[src/design/lru_page_replacement_macros.svh]
// ----------------------------------------------------------------------------
// LRU page replacement - assertion macros
// Shared forms for the concurrent checks of the block, clocked on i_clk and
// held off while i_rst_n is low.
// ----------------------------------------------------------------------------
`ifndef LRU_PAGE_REPLACEMENT_MACROS_SVH
`define LRU_PAGE_REPLACEMENT_MACROS_SVH

// Consequent must hold in the same cycle as the antecedent.
`define LRUPR_ASSERT_SAME(label, ante, cons, msg) \
    label: assert property (@(posedge i_clk) disable iff (!i_rst_n) (ante) |-> (cons)) \
        else $error(msg);

// Consequent must hold in the cycle after the antecedent.
`define LRUPR_ASSERT_NEXT(label, ante, cons, msg) \
    label: assert property (@(posedge i_clk) disable iff (!i_rst_n) (ante) |=> (cons)) \
        else $error(msg);

`endif

[src/design/lrupr_pkg.sv]
`timescale 1ns / 1ps
// ----------------------------------------------------------------------------
// lrupr_pkg
// Constants, state encoding and interface structs for the LRU page
// replacement block.
// ----------------------------------------------------------------------------
package lrupr_pkg;

    localparam int MAX_FRAMES_DEF = 8;
    localparam int PAGE_BITS_DEF  = 16;
    localparam int CFG_W          = 4;
    localparam int FRAME_IDX_W    = 3;
    localparam int FAULT_W        = 16;

    localparam logic [CFG_W-1:0] CFG_FRAMES_RESET = 4'd8;

    typedef enum logic [2:0] {
        ST_IDLE,
        ST_SCAN,
        ST_DECIDE,
        ST_UPDATE,
        ST_DONE
    } t_eng_state;

    typedef struct packed {
        logic busy;
        logic done;
    } t_eng_status;

    typedef struct packed {
        logic                   hit;
        logic [FRAME_IDX_W-1:0] frame_index;
        logic                   evicted_valid;
        logic [FAULT_W-1:0]     fault_count;
    } t_res_ctl;

endpackage

[src/design/lrupr_frame_mem.sv]
`timescale 1ns / 1ps
// ----------------------------------------------------------------------------
// lrupr_frame_mem
// Frame store: one write port, one read port, registered read data.
// ----------------------------------------------------------------------------
module lrupr_frame_mem import lrupr_pkg::*; #(
    parameter int DEPTH = MAX_FRAMES_DEF,
    parameter int WIDTH = PAGE_BITS_DEF
) (
    input  logic                                       i_clk,
    input  logic                                       i_wr_en,
    input  logic [((DEPTH > 1) ? $clog2(DEPTH) : 1)-1:0] i_wr_addr,
    input  logic [WIDTH-1:0]                           i_wr_data,
    input  logic                                       i_rd_en,
    input  logic [((DEPTH > 1) ? $clog2(DEPTH) : 1)-1:0] i_rd_addr,
    output logic [WIDTH-1:0]                           o_rd_data
);

    logic [WIDTH-1:0] r_mem [DEPTH];
    logic [WIDTH-1:0] r_rd_data;

    always_ff @(posedge i_clk) begin
        if (i_wr_en) begin
            r_mem[i_wr_addr] <= i_wr_data;
        end
    end

    always_ff @(posedge i_clk) begin
        if (i_rd_en) begin
            r_rd_data <= r_mem[i_rd_addr];
        end
    end

    assign o_rd_data = r_rd_data;

endmodule

[src/design/lrupr_engine.sv]
`timescale 1ns / 1ps
// ----------------------------------------------------------------------------
// lrupr_engine
// Lookup pass over the active frames (hit, first empty, oldest), then an
// ageing pass that rewrites each valid frame's rank and installs the new page.
// ----------------------------------------------------------------------------
module lrupr_engine import lrupr_pkg::*; #(
    parameter int MAX_FRAMES = MAX_FRAMES_DEF,
    parameter int PAGE_BITS  = PAGE_BITS_DEF
) (
    input  logic                 i_clk,
    input  logic                 i_rst_n,
    input  logic                 i_start,
    input  logic [PAGE_BITS-1:0] i_page,
    input  logic                 i_last,
    input  logic [CFG_W-1:0]     i_frames_in_use,
    input  logic                 i_res_take,
    output t_eng_status          o_status,
    output t_res_ctl             o_res,
    output logic [PAGE_BITS-1:0] o_res_page
);

    localparam int AW = (MAX_FRAMES > 1) ? $clog2(MAX_FRAMES) : 1;
    localparam int RW = AW;
    localparam int CW = $clog2(MAX_FRAMES + 1);
    localparam int WW = PAGE_BITS + RW;

    localparam logic [CW-1:0] MAX_N    = CW'(MAX_FRAMES);
    localparam logic [RW-1:0] RANK_TOP = RW'(MAX_FRAMES - 1);

    t_eng_state r_state, n_state;

    logic [CW-1:0]         n_act;
    logic [CW-1:0]         act_m1;
    logic [CW-1:0]         r_rd_cnt;
    logic                  r_dv;
    logic [AW-1:0]         r_di;
    logic [MAX_FRAMES-1:0] r_fvalid;
    logic [FAULT_W-1:0]    r_faults;

    logic [PAGE_BITS-1:0]  r_page;
    logic                  r_last;
    logic                  r_found;
    logic [AW-1:0]         r_hit_idx;
    logic [RW-1:0]         r_hit_rank;
    logic                  r_empty;
    logic [AW-1:0]         r_empty_idx;
    logic [AW-1:0]         r_old_idx;
    logic [RW-1:0]         r_old_rank;
    logic [PAGE_BITS-1:0]  r_old_page;
    logic [AW-1:0]         r_sel;
    logic [CW-1:0]         r_old_age;
    logic                  r_ev;

    logic                  rd_en;
    logic [WW-1:0]         rd_data;
    logic [PAGE_BITS-1:0]  rd_page;
    logic [RW-1:0]         rd_rank;
    logic                  ent_v;
    logic                  pass_last;
    logic                  wr_en;
    logic [WW-1:0]         wr_data;
    logic [RW-1:0]         aged;

    // active frame count: zero acts as one, oversize clamps
    always_comb begin
        if (i_frames_in_use == '0) begin
            n_act = CW'(1);
        end else if (int'(i_frames_in_use) > MAX_FRAMES) begin
            n_act = MAX_N;
        end else begin
            n_act = CW'(i_frames_in_use);
        end
    end

    assign act_m1    = n_act - CW'(1);
    assign rd_en     = ((r_state == ST_SCAN) || (r_state == ST_UPDATE)) && (r_rd_cnt < n_act);
    assign rd_page   = rd_data[WW-1:RW];
    assign rd_rank   = rd_data[RW-1:0];
    assign ent_v     = r_fvalid[r_di];
    assign pass_last = r_dv && (CW'(r_di) == act_m1);

    assign aged = (ent_v && (CW'(rd_rank) < r_old_age) && (rd_rank != RANK_TOP)) ?
                  rd_rank + RW'(1) : rd_rank;

    always_comb begin
        wr_en   = (r_state == ST_UPDATE) && r_dv && ((r_di == r_sel) || ent_v);
        wr_data = (r_di == r_sel) ? {r_page, RW'(0)} : {rd_page, aged};
    end

    lrupr_frame_mem #(
        .DEPTH (MAX_FRAMES),
        .WIDTH (WW)
    ) u_mem (
        .i_clk     (i_clk),
        .i_wr_en   (wr_en),
        .i_wr_addr (r_di),
        .i_wr_data (wr_data),
        .i_rd_en   (rd_en),
        .i_rd_addr (r_rd_cnt[AW-1:0]),
        .o_rd_data (rd_data)
    );

    always_comb begin
        n_state = r_state;
        case (r_state)
            ST_IDLE: begin
                if (i_start) n_state = ST_SCAN;
            end
            ST_SCAN: begin
                if (pass_last) n_state = ST_DECIDE;
            end
            ST_DECIDE: begin
                n_state = ST_UPDATE;
            end
            ST_UPDATE: begin
                if (pass_last) n_state = ST_DONE;
            end
            ST_DONE: begin
                if (i_res_take) n_state = ST_IDLE;
            end
            default: begin
                n_state = ST_IDLE;
            end
        endcase
        o_status.busy = (r_state != ST_IDLE);
        o_status.done = (r_state == ST_DONE);
    end

    always_ff @(posedge i_clk) begin
        if (!i_rst_n) begin
            r_state <= ST_IDLE;
        end else begin
            r_state <= n_state;
        end
    end

    always_ff @(posedge i_clk) begin
        if (!i_rst_n) begin
            r_rd_cnt <= '0;
            r_dv     <= 1'b0;
            r_fvalid <= '0;
            r_faults <= '0;
        end else begin
            r_dv <= rd_en;
            if (((r_state == ST_IDLE) && i_start) || (r_state == ST_DECIDE)) begin
                r_rd_cnt <= '0;
            end else if (rd_en) begin
                r_rd_cnt <= r_rd_cnt + CW'(1);
            end
            if ((r_state == ST_UPDATE) && r_dv && (r_di == r_sel)) begin
                r_fvalid[r_di] <= 1'b1;
            end else if ((r_state == ST_DONE) && i_res_take && r_last) begin
                r_fvalid <= '0;
            end
            if ((r_state == ST_DECIDE) && !r_found && (r_faults != '1)) begin
                r_faults <= r_faults + FAULT_W'(1);
            end else if ((r_state == ST_DONE) && i_res_take && r_last) begin
                r_faults <= '0;
            end
        end
    end

    always_ff @(posedge i_clk) begin
        r_di <= r_rd_cnt[AW-1:0];
        if ((r_state == ST_IDLE) && i_start) begin
            r_page     <= i_page;
            r_last     <= i_last;
            r_found    <= 1'b0;
            r_empty    <= 1'b0;
            r_old_idx  <= '0;
            r_old_rank <= '0;
        end
        if ((r_state == ST_SCAN) && r_dv) begin
            if (!r_found && ent_v && (rd_page == r_page)) begin
                r_found    <= 1'b1;
                r_hit_idx  <= r_di;
                r_hit_rank <= rd_rank;
            end
            if (!r_empty && !ent_v) begin
                r_empty     <= 1'b1;
                r_empty_idx <= r_di;
            end
            // ties keep the lower frame
            if ((r_di == '0) || (ent_v && (rd_rank > r_old_rank))) begin
                r_old_idx  <= r_di;
                r_old_rank <= rd_rank;
                r_old_page <= rd_page;
            end
        end
        if (r_state == ST_DECIDE) begin
            if (r_found) begin
                r_sel     <= r_hit_idx;
                r_old_age <= CW'(r_hit_rank);
                r_ev      <= 1'b0;
            end else if (r_empty) begin
                r_sel     <= r_empty_idx;
                r_old_age <= MAX_N;
                r_ev      <= 1'b0;
            end else begin
                r_sel     <= r_old_idx;
                r_old_age <= CW'(r_old_rank);
                r_ev      <= 1'b1;
            end
        end
    end

    always_comb begin
        o_res.hit           = r_found;
        o_res.frame_index   = FRAME_IDX_W'(r_sel);
        o_res.evicted_valid = r_ev;
        o_res.fault_count   = r_faults;
        o_res_page          = r_ev ? r_old_page : '0;
    end

endmodule

[src/design/lru_page_replacement.sv]
`timescale 1ns / 1ps
// ----------------------------------------------------------------------------
// lru_page_replacement
// One page reference per transaction; returns hit/miss, the frame used, any
// evicted page and the saturating fault count. Frame pages and recency ranks
// live in a small frame memory read one entry per cycle. A lookup pass and an
// ageing pass each walk the n active frames through the single read port of
// the frame memory, n being the active frame count. The result sits in an
// output register, so the next reference is taken while it waits. A reference
// marked last clears frames and count after its result.
// ----------------------------------------------------------------------------
module lru_page_replacement import lrupr_pkg::*; #(
    parameter int MAX_FRAMES = MAX_FRAMES_DEF,
    parameter int PAGE_BITS  = PAGE_BITS_DEF
) (
    input  logic                   i_clk,
    input  logic                   i_rst_n,
    input  logic                   i_cfg_wr_en,
    input  logic [CFG_W-1:0]       i_cfg_wr_data,
    input  logic                   i_valid,
    output logic                   o_stall,
    input  logic [PAGE_BITS-1:0]   i_page,
    input  logic                   i_last_reference,
    output logic                   o_valid,
    input  logic                   i_stall,
    output logic                   o_hit,
    output logic [FRAME_IDX_W-1:0] o_frame_index,
    output logic                   o_evicted_valid,
    output logic [PAGE_BITS-1:0]   o_evicted_page,
    output logic [FAULT_W-1:0]     o_fault_count
);

    logic [CFG_W-1:0]     r_frames_in_use;
    logic                 r_o_valid;
    t_res_ctl             r_res;
    logic [PAGE_BITS-1:0] r_ev_page;

    t_eng_status          eng_status;
    t_res_ctl             eng_res;
    logic [PAGE_BITS-1:0] eng_page;
    logic                 res_take;
    logic                 start;

    assign start    = i_valid && !eng_status.busy;
    assign res_take = eng_status.done && (!r_o_valid || !i_stall);

    always_ff @(posedge i_clk) begin
        if (!i_rst_n) begin
            r_frames_in_use <= CFG_FRAMES_RESET;
        end else if (i_cfg_wr_en) begin
            r_frames_in_use <= i_cfg_wr_data;
        end
    end

    lrupr_engine #(
        .MAX_FRAMES (MAX_FRAMES),
        .PAGE_BITS  (PAGE_BITS)
    ) u_engine (
        .i_clk           (i_clk),
        .i_rst_n         (i_rst_n),
        .i_start         (start),
        .i_page          (i_page),
        .i_last          (i_last_reference),
        .i_frames_in_use (r_frames_in_use),
        .i_res_take      (res_take),
        .o_status        (eng_status),
        .o_res           (eng_res),
        .o_res_page      (eng_page)
    );

    always_ff @(posedge i_clk) begin
        if (!i_rst_n) begin
            r_o_valid <= 1'b0;
        end else if (res_take) begin
            r_o_valid <= 1'b1;
        end else if (!i_stall) begin
            r_o_valid <= 1'b0;
        end
    end

    always_ff @(posedge i_clk) begin
        if (res_take) begin
            r_res     <= eng_res;
            r_ev_page <= eng_page;
        end
    end

    assign o_stall         = eng_status.busy;
    assign o_valid         = r_o_valid;
    assign o_hit           = r_res.hit;
    assign o_frame_index   = r_res.frame_index;
    assign o_evicted_valid = r_res.evicted_valid;
    assign o_evicted_page  = r_ev_page;
    assign o_fault_count   = r_res.fault_count;

`include "lru_page_replacement_macros.svh"

    `LRUPR_ASSERT_NEXT(a_busy_after_accept, i_valid && !o_stall, o_stall, "idle after accept")
    `LRUPR_ASSERT_SAME(a_hit_no_evict, o_valid, !(o_hit && o_evicted_valid), "hit with eviction")
    `LRUPR_ASSERT_SAME(a_evict_page_zero, o_valid && !o_evicted_valid, o_evicted_page == '0, "stray evicted page")

endmodule

[config.mk]
export PLATFORM = sky130hd
export DESIGN_NAME = lru_page_replacement
export DESIGN_NICKNAME = d
export VERILOG_FILES = /design/src/design/lrupr_pkg.sv /design/src/design/lrupr_frame_mem.sv /design/src/design/lrupr_engine.sv /design/src/design/lru_page_replacement.sv
export VERILOG_INCLUDE_DIRS = /design/src /design/src/design
export SDC_FILE = /design/constraint.sdc
export NUM_CORES = 1
export LEC_CHECK = 0
export BUFFER_PORTS_ARGS = -buffer_cell sky130_fd_sc_hd__buf_2
export CORE_UTILIZATION = 30
export CTS_BUF_LIST = sky130_fd_sc_hd__clkbuf_8
export CTS_CLUSTER_DIAMETER = 120
export DETAILED_ROUTE_END_ITERATION = 12
export MAX_ROUTING_LAYER = met4
export PLACE_DENSITY = 0.44
export SYNTH_ARGS = -nofsm -noshare
export SYNTH_HDL_FRONTEND = slang
export SYNTH_SLANG_ARGS = --single-unit
[constraint.sdc]
create_clock -name i_clk -period 8.6 [get_ports i_clk]
set_clock_uncertainty 0.15 [all_clocks]
set_input_delay 0.86 -clock i_clk [delete_from_list [all_inputs] [get_ports i_clk]]
set_output_delay 0.86 -clock i_clk [all_outputs]
set_load 0.03 [all_outputs]
### Yosys cells after proc, flatten, opt, wreduce, memory -nomap -nowiden

Memory sizes are Yosys's and may differ from the RTL's. A register that Yosys moved wholly into a read port is not among the register bits.
Index checks and enable logic that the tools add are counted.

| storage, ports and cells | value |
|---|---|
| register bits | 135 |
| RAM bits | 152 |
| word-level logic and storage cells | 134 |
| memories | 1 |

| operators by class | value |
|---|---|
| add/subtract/negate cells | 4 |
| magnitude comparators | 6 |
| eq/ne operators | 14 |
| muxes and demuxes | 38 |
| bitwise gates (word level) | 2 |
| reduce and logical (&&, ||, !) cells | 42 |

Memory list:

| name | depth | width | rd ports | clocked after Yosys merged registers in | wr ports | RTL line | text |
|---|---|---|---|---|---|---|---|
| u_engine.u_mem.r_mem | 8 | 19 | 1 | 1 | 1 | lrupr_frame_mem.sv:19 | `logic [WIDTH-1:0] r_mem [DEPTH];` |

Operators with widths:

| kind | count |
|---|---|
| $mux 3 | 14 |
| $mux 16 | 2 |
| $logic_and 1x1->1 | 20 |
| $mux 19 | 1 |
| $add 16x1->16 const B | 1 |
| $eq 16x16->1 | 1 |
| $mux 8 | 2 |
| $ne 16x16->1 const B | 1 |
| $pmux 3 s5 | 1 |
| $mux 1 | 13 |
| $mux 4 | 3 |
| $ne 2x1->1 const B | 5 |
| $or 8x8->8 | 1 |
| $eq 3x2->1 const B | 2 |
| $logic_not 1->1 | 6 |
| $logic_not 3->1 | 2 |
| $reduce_and 2->1 | 3 |
| $logic_or 1x1->1 | 5 |
| $add 4x1->4 const B | 1 |
| $eq 3x4->1 | 1 |
| $gt 4x4->1 const B | 1 |
| $logic_not 4->1 | 1 |
| $lt 3x4->1 | 1 |
| $lt 3x4->1 const B | 1 |
| 16 further kinds | 17 |

### Longest topological paths before layout

| logic depth | value |
|---|---|
| word-level depth | 8 |
| gate-level depth with buffers | 8 |
| mapped depth without buffers | 8 |

### Hierarchy

A second synthesis with hierarchy kept.

| unflattened totals | value |
|---|---|
| cell total of the unflattened synthesis | 717 |
| area, all modules | 12,328.1 um^2 |

By module, submodules not included:

| module | instances | cells an instance | area each (um^2) | seq. area each (um^2) |
|---|---|---|---|---|
| lrupr_frame_mem | 1 | 251 | 6,449.9 | 5,134.9 |
| lrupr_engine | 1 | 411 | 4,568.1 | 2,362.3 |
| lru_page_replacement | 1 | 55 | 1,310.0 | 1,211.2 |

### Least setup slack after synthesis

Ideal clock, no wire load.

| timing path | value |
|---|---|
| path type | reg-to-reg |
| start point | register r_frames_in_use[3] |
| end point | register u_engine.r_rd_cnt[3] |
| setup time | 0.121 ns |
| data arrival time | 3.067 ns |
| required time | 8.329 ns |
| slack | 5.262 ns |
| cell stages (with the launch flop) | 9 |
| clock period less this slack | 3.338 ns |
| path through | dfxtp_1 > inv_1 > nand2_1 > ha_1 > o211ai_1 > a21oi_1 > a2111oi_2 > nand4_1 > mux2_2 |

| between the ends | value |
|---|---|
| word-level cells in the longest chain between the ends | 5 |
| elaborated cells between the ends (all ways) | 6 |
| classes of those cells | order compare (2); mux (2); reduce/logical (2) |

Ends and longest elaborated chain:

| what | RTL line | text |
|---|---|---|
| start: declaration | lru_page_replacement.sv:33 | `logic [CFG_W-1:0] r_frames_in_use;` |
| start signal: assignment | lru_page_replacement.sv:51 | `r_frames_in_use <= i_cfg_wr_data;` |
| $gt 4x4->1 | lrupr_engine.sv:69 | `end else if (int'(i_frames_in_use) > MAX_FRAMES) begin` |
| $mux 4 | lrupr_engine.sv:69 |  |
| $mux 4 (*) | lrupr_engine.sv:67 | `if (i_frames_in_use == '0) begin` |
| $lt 4x4->1 (*) | lrupr_engine.sv:77 | `assign rd_en = ((r_state == ST_SCAN) \|\| (r_state == ST_UPDATE)) && (r_rd_cnt < n_act);` |
| $logic_and 1x1->1 (*) | lrupr_engine.sv:77 |  |
| via u_engine.rd_en | lrupr_engine.sv:55 | `logic rd_en;` |
| end signal: assignment | lrupr_engine.sv:149 | `r_rd_cnt <= r_rd_cnt + CW'(1);` |
| end: declaration | lrupr_engine.sv:35 | `logic [CW-1:0] r_rd_cnt;` |

The timed path passes the listed nets; every way through them passes the cells marked *.
A chain may end at the register's enable or synchronous reset.

### Worst setup path in the final report

| timing path | value |
|---|---|
| start point | register u_engine.r_di[2] |
| end point | memory u_engine.u_mem.r_mem[2][0] (netlist bit), enable pin |

| between the ends | value |
|---|---|
| word-level cells in the longest chain between the ends | 6 |
| elaborated cells between the ends (all ways) | 7 |
| classes of those cells | eq/ne (1); mux (4); reduce/logical (2) |

Ends and longest elaborated chain:

| what | RTL line | text |
|---|---|---|
| start: declaration | lrupr_engine.sv:37 | `logic [AW-1:0] r_di;` |
| start signal: assignment | lrupr_engine.sv:165 | `r_di <= r_rd_cnt[AW-1:0];` |
| $bmux 1 s3 | lrupr_engine.sv:80 | `assign ent_v = r_fvalid[r_di];` |
| $mux 1 (implied by the code) | lrupr_engine.sv:80 |  |
| $logic_or 1x1->1 | lrupr_engine.sv:87 | `wr_en = (r_state == ST_UPDATE) && r_dv && ((r_di == r_sel) \|\| ent_v);` |
| $logic_and 1x1->1 | lrupr_engine.sv:87 |  |
| $mux 1 | lrupr_frame_mem.sv:23 | `if (i_wr_en) begin` |
| $mux 1 (implied by the code) | lrupr_frame_mem.sv:24 | `r_mem[i_wr_addr] <= i_wr_data;` |
| end: declaration | lrupr_frame_mem.sv:19 |  |

Parallel ways exist; a longest one is shown, timed or not. The select of a mux whose other input is x is not followed.

==> flow_summary.ini <==
[power_and_ir_drop]
peakVddDrop_mv = 0.07576
powerDensity_nw_per_um2 = 212.2
power_leakage_uw = 0.004867
totalPowerFinal_uw = 2989

[synthesis]
yosys.area.top_type = edfxtp_1
seq_area_frac_synth_pct = 71.62
ys_seq_elements = 306
synthArstFlopShare_pct = 0
synth_cell_types = 59
synth_edf_count = 258
synth_fp_nets = 836
synth_top_area_share_pct = 63.72
netlist_area_um2 = 12160
ys_warn_count = 0
synthTopCellsByArea = edfxtp_1 (64%), dfxtp_1 (7.9%), mux4_2 (7.0%)
avgSynthCellArea_um2 = 15.26
synth_top_flop_cell = edfxtp_1
syn-instance-count = 797

[placement]
placed_cell_area_um2 = 13140
dp_hpwl_um = 17260
gp_congestion = 0.7597
io_buffers = 64

[detailed_routing]
dr_wl_met2_um = 11940
met3_length_um = 1340
ant_nets = 0
wl_um = 27120
routed.top_layer = met4
drt_iter0_drc = 346
wl_met1_um = 13230
wl_per_cell_um = 18.64
first_pass_iters = 4
num_vias = 6830
drc = 0
post_drt_via_cell_ratio = 4.694

[floorplanning]
io_pins = 65
die_w_um = 203.3
dieArea_um2 = 41340
initial_utilization_pct = 30.53
rows = 73
die_y_um = 203.3
design.core.area_um2 = 39820

[timing]
setup_viol = 0
finalCritPeriodShare_pct = 45.54
rsz0062_at_grt = false
hold_viol = 0
fin_crit_ns = 3.917
drv_slew = 0
fmax_mhz = 255.3
tightest_slew_ns = 1.178
fin_tns_setup_ns = 0
relSlewSlack_pct = 21.47

[global_route]
antenna_found_initial = 0
grt_pass1_wl_um = 42030
grt_pass1_vias = 6986
grt_use_total_pct = 13.96
globalRouteOverflowTotal = 0
grt_start_max_net_pins = 43

[critical_path]
cp_max_fo = 22
end_kind = flip-flop
worstSetupPathType = reg2reg
arrival_ns = 4.05
worst_ep_required_time_ns = 8.74
worstSetupStartpointType = flip-flop

[worst_hold_path]
hold_path_class = reg2reg

[finish]
fillCellCount = 3908
drive_above_1_share_pct = 20.43
finalNetCount = 932
diodes = 0
multi_input_area_um2 = 3302
finish.utilization_pct = 35.36
fin_area_um2 = 14080
syn_to_final_growth_pct = 15.81
regArea_um2 = 8711

[clocking]
clockBufferDepth = 3
cts.reportedPaths.clkPinSlew_ns = 0.06
cts_tree = done
cts_hold_buf = 0
cts_root_buffer = clkbuf_8
ctsResizeCount = 0
post_cts_buffers = 0
clk_latency_ns = 0.62
clock_sinks = 306
cts_buffers = 52
htreeDepth = 2

[run]
drv_cap = 0

[run_status]
run_status = complete, no violations
cell usage in the layout, fill, tap and decap left out, drive strengths merged, types with 6 or more instances in the layout:
| cell type | instances |
|---|---|
| clkinv | 7 |
| and2 | 21 |
| mux4 | 38 |
| o21ai | 18 |
| xor2 | 17 |
| a21o | 7 |
| xnor2 | 7 |
| buf | 77 |
| clkbuf | 54 |
| a22o | 6 |
| inv | 41 |
| o31ai | 6 |
| nor2 | 31 |
| edfxtp | 258 |
| nor3 | 17 |
| a21oi | 11 |
| ha | 13 |
| nand2b | 9 |
| nand4 | 10 |
| mux2i | 11 |
| nand2 | 133 |
| dfxtp | 48 |
| nand3 | 13 |
state kept, by name, summed over array words and instances (netlist names), 4 cells and up:
register / flops
u_engine.u_mem.r_mem: 152
u_engine.u_mem.o_rd_data: 19
o_evicted_page: 16
o_fault_count: 16
u_engine.r_faults: 16
u_engine.r_old_page: 16
u_engine.r_page: 16
u_engine.r_fvalid: 8
r_frames_in_use: 4
u_engine.r_old_age: 4
u_engine.r_rd_cnt: 4
critical path, cell delays in order, from the launching register on:
cell and delay (ns):
dfxtp_1 0.89, xor2_1 0.22, or3_1 0.74, a21o_1 0.34, nor3_2 0.87, buf_4 0.37
stage by stage:
| stage | instances | hold slack, ns | worst slack [ns] |
|---|---|---|---|
| floorplan | 797 | 0.2040 | 5.262 |
| global placement | 1364 | 0.2235 | 4.689 |
| detailed placement | 1364 | 0.2203 | 4.608 |
| CTS | 1455 | 0.2148 | 4.596 |
| global route | 1455 | 0.2248 | 4.368 |
| finish | 1455 | 0.2301 | 4.683 |
area by class of cell:
class	count	share of cell area (%)
clock buffer	54	5.278
clock inverter	37	1.431
inverter	13	0.3465
multi-input combinational	443	23.45
sequential	306	61.86
tap	525	4.665
timing repair buffer	77	2.968
cells in the mapped netlist, drive strengths merged (14+ instances only):
master / count
and2: 21
nand2: 133
clkbuf: 21
xor2: 17
nor3: 17
dfxtp: 48
mux4: 38
o21ai: 18
nor2: 31
edfxtp: 258
buf: 14
path summary, 6_finish.rpt:
path,from,endpoint,slack (ns),cells past startpoint
worst max-delay path,u_engine.r_di[2],u_engine.u_mem.r_mem[2][0],4.68,5
worst min-delay path,u_engine.r_rd_cnt[0],u_engine.r_di[0],0.23,0
worst max register to register,u_engine.r_di[2],u_engine.u_mem.r_mem[2][0],4.68,5
worst min register to register,u_engine.r_rd_cnt[0],u_engine.r_di[0],0.23,0
power breakdown:
group	internal (uW)	total [uW]	switching [uW]
clock network	636	1200	565
registers	1630	1650	19.1
logic	52.0	137	84.9
total	2320	2990	669
cell families after synthesis:
group | count (synthesis) | synth area share (%)
mux | 50 | 8.037
flops | 306 | 71.62
buf+inv | 48 | 1.646
fa+ha+maj | 13 | 1.338
compound gates | 92 | 5.454
xor+xnor | 24 | 1.729
simple gates | 264 | 10.18
routing by layer:
metal	vias to the layer above	global-route usage [%]
met3	50	3.004
met1	3408	19.45
li1	3232	-
met2	140	19.93
met5	-	-
met4	0	5.075
No activity file was read; power rests on OpenSTA's default activity.
